<file path="src/pfbf_pkg.sv">
// ----------------------------------------------------------------------------
// pfbf_pkg
// Shared widths and stream word layouts for the page frame buffer box fill.
// ----------------------------------------------------------------------------
package pfbf_pkg;

  localparam int BYTE_W     = 8;
  localparam int X_FIELD_W  = 6;
  localparam int Y_FIELD_W  = 5;
  localparam int BW_FIELD_W = 7;
  localparam int BH_FIELD_W = 6;
  localparam int PG_FIELD_W = 2;
  localparam int COL_FIELD_W = 6;
  localparam int COORD_W    = 8;
  localparam int IN_DATA_W  = 32;
  localparam int OUT_DATA_W = 16;

  typedef struct packed {
    logic [4:0]            pad;
    logic [PG_FIELD_W-1:0] page;
    logic                  fill_value;
    logic [BH_FIELD_W-1:0] box_height;
    logic [BW_FIELD_W-1:0] box_width;
    logic [Y_FIELD_W-1:0]  y_start;
    logic [X_FIELD_W-1:0]  x_start;
  } in_word_t;

  typedef struct packed {
    logic [1:0]             pad;
    logic [COL_FIELD_W-1:0] column;
    logic [BYTE_W-1:0]      column_byte;
  } out_word_t;

endpackage

</file>
<file path="src/pfbf_mem.sv">
// ----------------------------------------------------------------------------
// pfbf_mem
// Simple dual-port byte store, one write and one registered read per cycle.
// ----------------------------------------------------------------------------
module pfbf_mem
  import pfbf_pkg::*;
#(
  parameter int DEPTH = 256,
  parameter int AW    = 8
) (
  input  logic              clk,
  input  logic              we,
  input  logic [AW-1:0]     waddr,
  input  logic [BYTE_W-1:0] wdata,
  input  logic              re,
  input  logic [AW-1:0]     raddr,
  output logic [BYTE_W-1:0] rdata
);

  logic [BYTE_W-1:0] mem [DEPTH];

  always_ff @(posedge clk) begin
    if (we) begin
      mem[waddr] <= wdata;
    end
  end

  always_ff @(posedge clk) begin
    if (re) begin
      rdata <= mem[raddr];
    end
  end

endmodule

</file>
<file path="src/page_framebuffer_box_fill.sv">
// ----------------------------------------------------------------------------
// page_framebuffer_box_fill
// Monochrome page frame buffer: rectangle set/clear inside the border and
// page read-out as a stream of column bytes.
//
// channel  dir  tdata                          tuser/tlast
// s_axis   in   x,y,width,height,fill,page     tuser = func
// m_axis   out  column_byte,column             tlast = last byte of page
//
// After reset a sweep writes the border image with s_axis_tready low.
// Paint: a read-modify-write of each column byte touched (columns x pages).
// Read: one column byte at a time through the registered memory read, the
// next issued only once the last has left it; m_axis stalls hold the read
// sequencer.
// ----------------------------------------------------------------------------
module page_framebuffer_box_fill
  import pfbf_pkg::*;
#(
  parameter int SCREEN_WIDTH  = 64,
  parameter int SCREEN_HEIGHT = 32
) (
  input  logic                  clk,
  input  logic                  rst,
  input  logic                  s_axis_tvalid,
  output logic                  s_axis_tready,
  // x_start[5:0] y_start[10:6] box_width[17:11] box_height[23:18]
  // fill_value[24] page[26:25]
  input  logic [IN_DATA_W-1:0]  s_axis_tdata,
  // func[0]
  input  logic                  s_axis_tuser,
  output logic                  m_axis_tvalid,
  input  logic                  m_axis_tready,
  // column_byte[7:0] column[13:8]
  output logic [OUT_DATA_W-1:0] m_axis_tdata,
  output logic                  m_axis_tlast
);

  localparam int PAGES = SCREEN_HEIGHT / 8;
  localparam int DEPTH = SCREEN_WIDTH * PAGES;
  localparam int AW    = (DEPTH > 1) ? $clog2(DEPTH) : 1;
  localparam int CW    = $clog2(SCREEN_WIDTH);
  localparam int PW    = (PAGES > 1) ? $clog2(PAGES) : 1;

  localparam logic [COORD_W-1:0] X_MAX = COORD_W'(SCREEN_WIDTH - 2);
  localparam logic [COORD_W-1:0] Y_MAX = COORD_W'(SCREEN_HEIGHT - 2);
  localparam logic [CW-1:0]      COL_LAST  = CW'(SCREEN_WIDTH - 1);
  localparam logic [PW-1:0]      PAGE_LAST = PW'(PAGES - 1);
  localparam logic [AW-1:0]      ROW_STEP  = AW'(SCREEN_WIDTH);

  localparam logic [1:0] ST_INIT  = 2'd0;
  localparam logic [1:0] ST_IDLE  = 2'd1;
  localparam logic [1:0] ST_PAINT = 2'd2;
  localparam logic [1:0] ST_READ  = 2'd3;

  function automatic logic [PW-1:0] page_wrap(input logic [PG_FIELD_W-1:0] p);
    int v;
    v = int'(p);
    for (int i = 0; i < 3; i++) begin
      if (v >= PAGES) begin
        v = v - PAGES;
      end
    end
    return PW'(v);
  endfunction

  logic [1:0]        state;
  logic [PW-1:0]     pg;
  logic [CW-1:0]     col;
  logic [AW-1:0]     base;
  logic [CW-1:0]     xlo;
  logic [CW-1:0]     xhi;
  logic [PW-1:0]     pg_lo;
  logic [PW-1:0]     pg_hi;
  logic [2:0]        bit_lo;
  logic [2:0]        bit_hi;
  logic              fill;
  logic              wb_valid;
  logic [AW-1:0]     wb_addr;
  logic [BYTE_W-1:0] wb_mask;
  logic              wb_fill;
  logic              pending;
  logic [CW-1:0]     pend_col;
  logic              out_valid;
  logic [BYTE_W-1:0] out_byte;
  logic [CW-1:0]     out_col;
  logic              out_last;

  in_word_t          in_word;
  out_word_t         out_word;
  logic              accept;
  logic [COORD_W-1:0] x0, y0, bw, bh, xend, yend, xlo_c, xhi_c, ylo_c, yhi_c;
  logic              box_empty;
  logic [PW-1:0]     ylo_pg, yhi_pg, rd_pg;
  logic [2:0]        lo_b, hi_b;
  logic [BYTE_W-1:0] page_mask;
  logic [BYTE_W-1:0] init_byte;
  logic              issue;
  logic              mem_we, mem_re;
  logic [AW-1:0]     mem_waddr, mem_raddr;
  logic [BYTE_W-1:0] mem_wdata, mem_rdata;

  assign in_word = in_word_t'(s_axis_tdata);
  assign accept  = s_axis_tvalid && s_axis_tready;
  assign s_axis_tready = (state == ST_IDLE);

  // clip rectangle to the interior
  always_comb begin
    x0 = COORD_W'(in_word.x_start);
    y0 = COORD_W'(in_word.y_start);
    bw = COORD_W'(in_word.box_width);
    bh = COORD_W'(in_word.box_height);
    xend = x0 + bw - COORD_W'(1);
    yend = y0 + bh - COORD_W'(1);
    xlo_c = (x0 == '0) ? COORD_W'(1) : x0;
    ylo_c = (y0 == '0) ? COORD_W'(1) : y0;
    xhi_c = (xend > X_MAX) ? X_MAX : xend;
    yhi_c = (yend > Y_MAX) ? Y_MAX : yend;
    box_empty = (bw == '0) || (bh == '0) || (xlo_c > xhi_c) || (ylo_c > yhi_c);
    ylo_pg = PW'(ylo_c >> 3);
    yhi_pg = PW'(yhi_c >> 3);
    rd_pg  = page_wrap(in_word.page);
  end

  always_comb begin
    lo_b = (pg == pg_lo) ? bit_lo : 3'd0;
    hi_b = (pg == pg_hi) ? bit_hi : 3'd7;
    page_mask = (8'hFF << lo_b) & (8'hFF >> (3'd7 - hi_b));
  end

  always_comb begin
    init_byte = '0;
    if (pg == '0) begin
      init_byte[0] = 1'b1;
    end
    if (pg == PAGE_LAST) begin
      init_byte[BYTE_W-1] = 1'b1;
    end
    if ((col == '0) || (col == COL_LAST)) begin
      init_byte = 8'd255;
    end
  end

  assign issue = (state == ST_READ) && !pending && (!out_valid || m_axis_tready);

  always_comb begin
    mem_raddr = base + AW'(col);
    mem_re    = (state == ST_PAINT) || issue;
    if (state == ST_INIT) begin
      mem_we    = 1'b1;
      mem_waddr = base + AW'(col);
      mem_wdata = init_byte;
    end else begin
      mem_we    = wb_valid;
      mem_waddr = wb_addr;
      mem_wdata = wb_fill ? (mem_rdata | wb_mask) : (mem_rdata & ~wb_mask);
    end
  end

  pfbf_mem #(
    .DEPTH(DEPTH),
    .AW   (AW)
  ) u_mem (
    .clk  (clk),
    .we   (mem_we),
    .waddr(mem_waddr),
    .wdata(mem_wdata),
    .re   (mem_re),
    .raddr(mem_raddr),
    .rdata(mem_rdata)
  );

  always_ff @(posedge clk) begin
    if (rst) begin
      state    <= ST_INIT;
      pg       <= '0;
      col      <= '0;
      base     <= '0;
      wb_valid <= 1'b0;
      pending  <= 1'b0;
    end else begin
      wb_valid <= 1'b0;
      pending  <= issue;
      case (state)
        ST_INIT: begin
          if (col == COL_LAST) begin
            col  <= '0;
            pg   <= pg + PW'(1);
            base <= base + ROW_STEP;
            if (pg == PAGE_LAST) begin
              state <= ST_IDLE;
            end
          end else begin
            col <= col + CW'(1);
          end
        end
        ST_IDLE: begin
          if (accept) begin
            if (s_axis_tuser) begin
              state <= ST_READ;
              col   <= '0;
              base  <= AW'(AW'(rd_pg) * ROW_STEP);
            end else if (!box_empty) begin
              state <= ST_PAINT;
              col   <= CW'(xlo_c);
              pg    <= ylo_pg;
              base  <= AW'(AW'(ylo_pg) * ROW_STEP);
            end
          end
        end
        ST_PAINT: begin
          wb_valid <= 1'b1;
          if (col == xhi) begin
            col  <= xlo;
            pg   <= pg + PW'(1);
            base <= base + ROW_STEP;
            if (pg == pg_hi) begin
              state <= ST_IDLE;
            end
          end else begin
            col <= col + CW'(1);
          end
        end
        ST_READ: begin
          if (issue) begin
            if (col == COL_LAST) begin
              state <= ST_IDLE;
            end else begin
              col <= col + CW'(1);
            end
          end
        end
        default: begin
          state <= ST_IDLE;
        end
      endcase
    end
  end

  always_ff @(posedge clk) begin
    if (accept) begin
      xlo    <= CW'(xlo_c);
      xhi    <= CW'(xhi_c);
      pg_lo  <= ylo_pg;
      pg_hi  <= yhi_pg;
      bit_lo <= ylo_c[2:0];
      bit_hi <= yhi_c[2:0];
      fill   <= in_word.fill_value;
    end
    wb_addr  <= mem_raddr;
    wb_mask  <= page_mask;
    wb_fill  <= fill;
    pend_col <= col;
  end

  // output register
  always_ff @(posedge clk) begin
    if (rst) begin
      out_valid <= 1'b0;
    end else if (pending) begin
      out_valid <= 1'b1;
    end else if (m_axis_tready) begin
      out_valid <= 1'b0;
    end
  end

  always_ff @(posedge clk) begin
    if (pending) begin
      out_byte <= mem_rdata;
      out_col  <= pend_col;
      out_last <= (pend_col == COL_LAST);
    end
  end

  always_comb begin
    out_word             = '0;
    out_word.column_byte = out_byte;
    out_word.column      = COL_FIELD_W'(out_col);
  end

  assign m_axis_tvalid = out_valid;
  assign m_axis_tdata  = out_word;
  assign m_axis_tlast  = out_last;

endmodule
</file>
<file path="config.mk">
export PLATFORM = sky130hd
export DESIGN_NAME = page_framebuffer_box_fill
export DESIGN_NICKNAME = d
export VERILOG_FILES = /design/src/pfbf_pkg.sv /design/src/pfbf_mem.sv /design/src/page_framebuffer_box_fill.sv
export SDC_FILE = /design/constraint.sdc
export NUM_CORES = 2
export LEC_CHECK = 0
export BUFFER_PORTS_ARGS = -buffer_cell sky130_fd_sc_hd__clkbuf_2
export CAP_MARGIN = 20
export CORE_UTILIZATION = 39
export CTS_CLUSTER_DIAMETER = 80
export DETAILED_ROUTE_END_ITERATION = 10
export GPL_ROUTABILITY_DRIVEN = 0
export SYNTH_ARGS = -nofsm -noshare
export SYNTH_HDL_FRONTEND = slang
export SYNTH_SLANG_ARGS = --single-unit
export TNS_END_PERCENT = 100
</file>
<file path="constraint.sdc">
create_clock -name clk -period 20.6 [get_ports clk]
set_clock_uncertainty 0.15 [all_clocks]
set_input_delay 1.03 -clock clk [delete_from_list [all_inputs] [get_ports clk]]
set_output_delay 1.03 -clock clk [all_outputs]
set_load 0.005 [all_outputs]
</file>
==> run summary <==
========================================================================================
Worst slew margin                                                                  0.180
Wire length of the first global-routing pass                                      318 mm
Critical path class                                                              reg2reg
DRC                                                                                    0
Yosys warning total                                                                    0
Main area contributors after synthesis                                      edfxtp_1 75%, mux4_2 12%, mux2i_1 1.8%
Total standard cell area after synthesis                                    0.0840 sq mm
Final max-slew violation count                                                         0
Post-layout minimum cycle time                                                   6200 ps
Hold-fix buffers, CTS                                                                  0
Mapped Cells                                                                        4237
H-tree depth                                                                           4
Flip-flop and latch count after synthesis                                           2130
Post-synth EDFFs                                                                    2094
End point of the most critical hold path                                    wb_fill$_DFF_P_
Layout cells sized above 1                                                         0.213
Post-synthesis async set-or-reset flop share                                           0
Data arrival time of the critical path                                           6600 ps
GRT Residual Overflow                                                                  0
Power per Cell Area                                                          130 mW/mm^2
Hpwl dp                                                                           132 mm
Post-detailed-route wirelength per cell                                          30.5 um
Total GRT Usage                                                                    0.205
First-pass DRT Iterations                                                              6
Unrepaired setup endpoints after global routing                                       no
Total wire length                                                                 224 mm
Final number of hold-violating endpoints                                               0
TritonCTS buffer count                                                               206
Total of fill cells in the finished design                                         17.9k
Portion of synthesized cell area occupied by the leading cell type                 0.749
Count of input and output buffers                                                     48
Vias post-DR                                                                       42.7k
Max Cap Viol                                                                           0
Die Width                                                                         466 um
Sequential element share of the synthesized area                                   0.757
# nets final                                                                        4413
Leading cell types by count after synthesis                                 2094 x edfxtp_1, 454 x mux4_2, 323 x nor2_1
Number of global-route vias before repair                                          42.5k
Area growth syn-to-layout                                                          12.0%
Clk pin slew, worst setup/hold paths                                               60 ps
Worst Setup Start Kind                                                         flip-flop
Number of library cell types mapped by synthesis                                      72
Hold path startpoint                                                        fill$_DFFE_PP_
Vias/cell                                                                           5.83
Transition at the pin with the smallest max-transition slack                     1230 ps
Pre-CTS setup slack                                                             14510 ps
Final Hold Slack                                                                  203 ps
Cells resized by post-CTS repair                                                       0
Detailed Route Iter0 Violations                                                     5684
Setup Total Neg Slack                                                               0 ps
Number of buffers on the longest clock path                                            3
Die Area                                                                     0.217 sq mm
Effective utilization at floorplan                                                 0.394
Maximum fanout along the worst path                                                  120
Hold Path Class                                                                  reg2reg
Final WS setup                                                                  14400 ps
Path depth of the worst reg2reg path                                                  10
RR Startpoint                                                               col[1]$_SDFFE_PP0P_
Final setup viols                                                                      0
Status                                                                      complete, no violations
Maximum VDD drop                                                                  152 uV
CTS root buffer                                                                clkbuf_16
Antenna Violating Nets Remaining                                                       0
CTS tree                                                                             yes
Largest net degree at the start of global routing                                    234
Portion of the clock cycle consumed by the worst path in the final layout          0.301
Worst hold path depth                                                                  0
Number of buffers inserted to repair setup after CTS                                   0
Insertion delay of the later-clocked pin in the worst-skew pair                   860 ps
Cell Rows                                                                            169
Most used DFF post-synth                                                        edfxtp_1
Required time worst endpoint                                                    21010 ps
CP endpoint kind                                                               flip-flop
I/O Pins                                                                              56
Worst setup slack for register-to-register paths                                14400 ps
Standby leakage power                                                          0.0290 uW
Number of antenna violations at the first check in global routing                      7
Endpoint of the worst register-to-register path                             u_mem.rdata[4]$_DFFE_PP_
Avg Synthesized Cell Area                                                     19.8 sq um
Total core area                                                              0.213 sq mm
Most common cell in the netlist                                                 edfxtp_1
Die outline height                                                                466 um
Cell type with the largest total area after synthesis                           edfxtp_1
Total Power Consumption                                                         12300 uW
Fmax                                                                           0.161 GHz
Clk sink count                                                                      2130
========================================================================================
how the worst max path moves through the flow:
stage	slack (ps)	from	to	cells past startpoint
floorplan	10110	col[2]$_SDFFE_PP0P_	u_mem.mem[0][0]$_DFFE_PP_	6
global placement	14510	col[1]$_SDFFE_PP0P_	u_mem.rdata[4]$_DFFE_PP_	10
detailed placement	14510	col[1]$_SDFFE_PP0P_	u_mem.rdata[4]$_DFFE_PP_	10
CTS	14510	col[1]$_SDFFE_PP0P_	u_mem.rdata[4]$_DFFE_PP_	10
global route	14250	col[1]$_SDFFE_PP0P_	u_mem.rdata[4]$_DFFE_PP_	10
finish	14400	col[1]$_SDFFE_PP0P_	u_mem.rdata[4]$_DFFE_PP_	10
worst max-delay path, cell delays in order, from the launching register on:
cell     delay, ps
dfxtp_4        650
buf_4          630
buf_12         650
buf_12         490
buf_4          750
mux4_2         450
a22oi_1        360
o22ai_1        320
or4_1          490
o21ai_0        540
nor3_1         160
kinds of logic (layout without fill, tap and decap cells):
kind of cell / after synthesis / after routing / share of synthesized area
muxes: 624 / 624 / 0.143
other: 1 / 6 / 0.0000447
AOI/OAI and AO/OA: 464 / 464 / 0.0380
buffers and inverters: 333 / 606 / 0.0211
and+or+nand+nor: 624 / 624 / 0.0321
xor gates and xnor gates: 20 / 20 / 0.00209
DFF: 2130 / 2130 / 0.757
adders and majority gates: 41 / 41 / 0.00629
report_power, final:
part           internal (uW)  switching [uW]
Clock                   2130            1630
Sequential              5650            43.5
Combinational            768            2040
cell type report:
| type | count | area, sq um | area share |
|---|---|---|---|
| clock inverters | 119 | 1110 | 0.0118 |
| multi-input cells | 1775 | 18800 | 0.199 |
| well taps | 2821 | 3530 | 0.0375 |
| repair buffers | 151 | 1200 | 0.0127 |
| diodes | 4 | 10.0 | 0.000106 |
| clock buffers | 265 | 5580 | 0.0593 |
| flip-flops and latches | 2130 | 63600 | 0.676 |
| inverters | 71 | 269 | 0.00286 |
state kept, by name (all words and copies together), names as in the netlist, 2 cells and up:
register,flops
u_mem.mem,2048
u_mem.rdata,8
wb_mask,8
xhi,6
xlo,6
pg_lo,2
wb_addr,8
col,6
bit_hi,3
bit_lo,3
out_byte,8
pend_col,4
pg_hi,2
state,2
base,2
pg,2
out_col,6
stage by stage:
stage | std cells | util | area [sq um]
2_1_floorplan | 4238 | - | 84000
3_5_place_dp | 6943 | 0.410 | 87300
6_report | 7336 | 0.442 | 94100
4_1_cts | 7327 | 0.441 | 93900
5_1_grt | 7333 | 0.442 | 94100
3_3_place_gp | 6941 | 0.410 | 87200
layer usage:
layer / wire length (um) / part of all wire / track usage
met3: 21100 / 0.094 / 0.0479
met2: 105000 / 0.47 / 0.320
met1: 91300 / 0.41 / 0.287
met4: 6300 / 0.028 / 0.0626
met5: 0 / 0 / 0
cell usage in the layout (no fill, tap or decap), drive strengths merged, types with 39 or more instances in the layout:
cell type,count
nor2,323
a21oi,104
o21ai,59
inv,78
clkinv,91
edfxtp,2094
clkbuf,313
mux4,459
mux2i,153
ha,39
nand2,141
a22oi,88
buf,103
a221oi,40
nand3,47
Note: power is estimated with default switching activity, not from simulation.
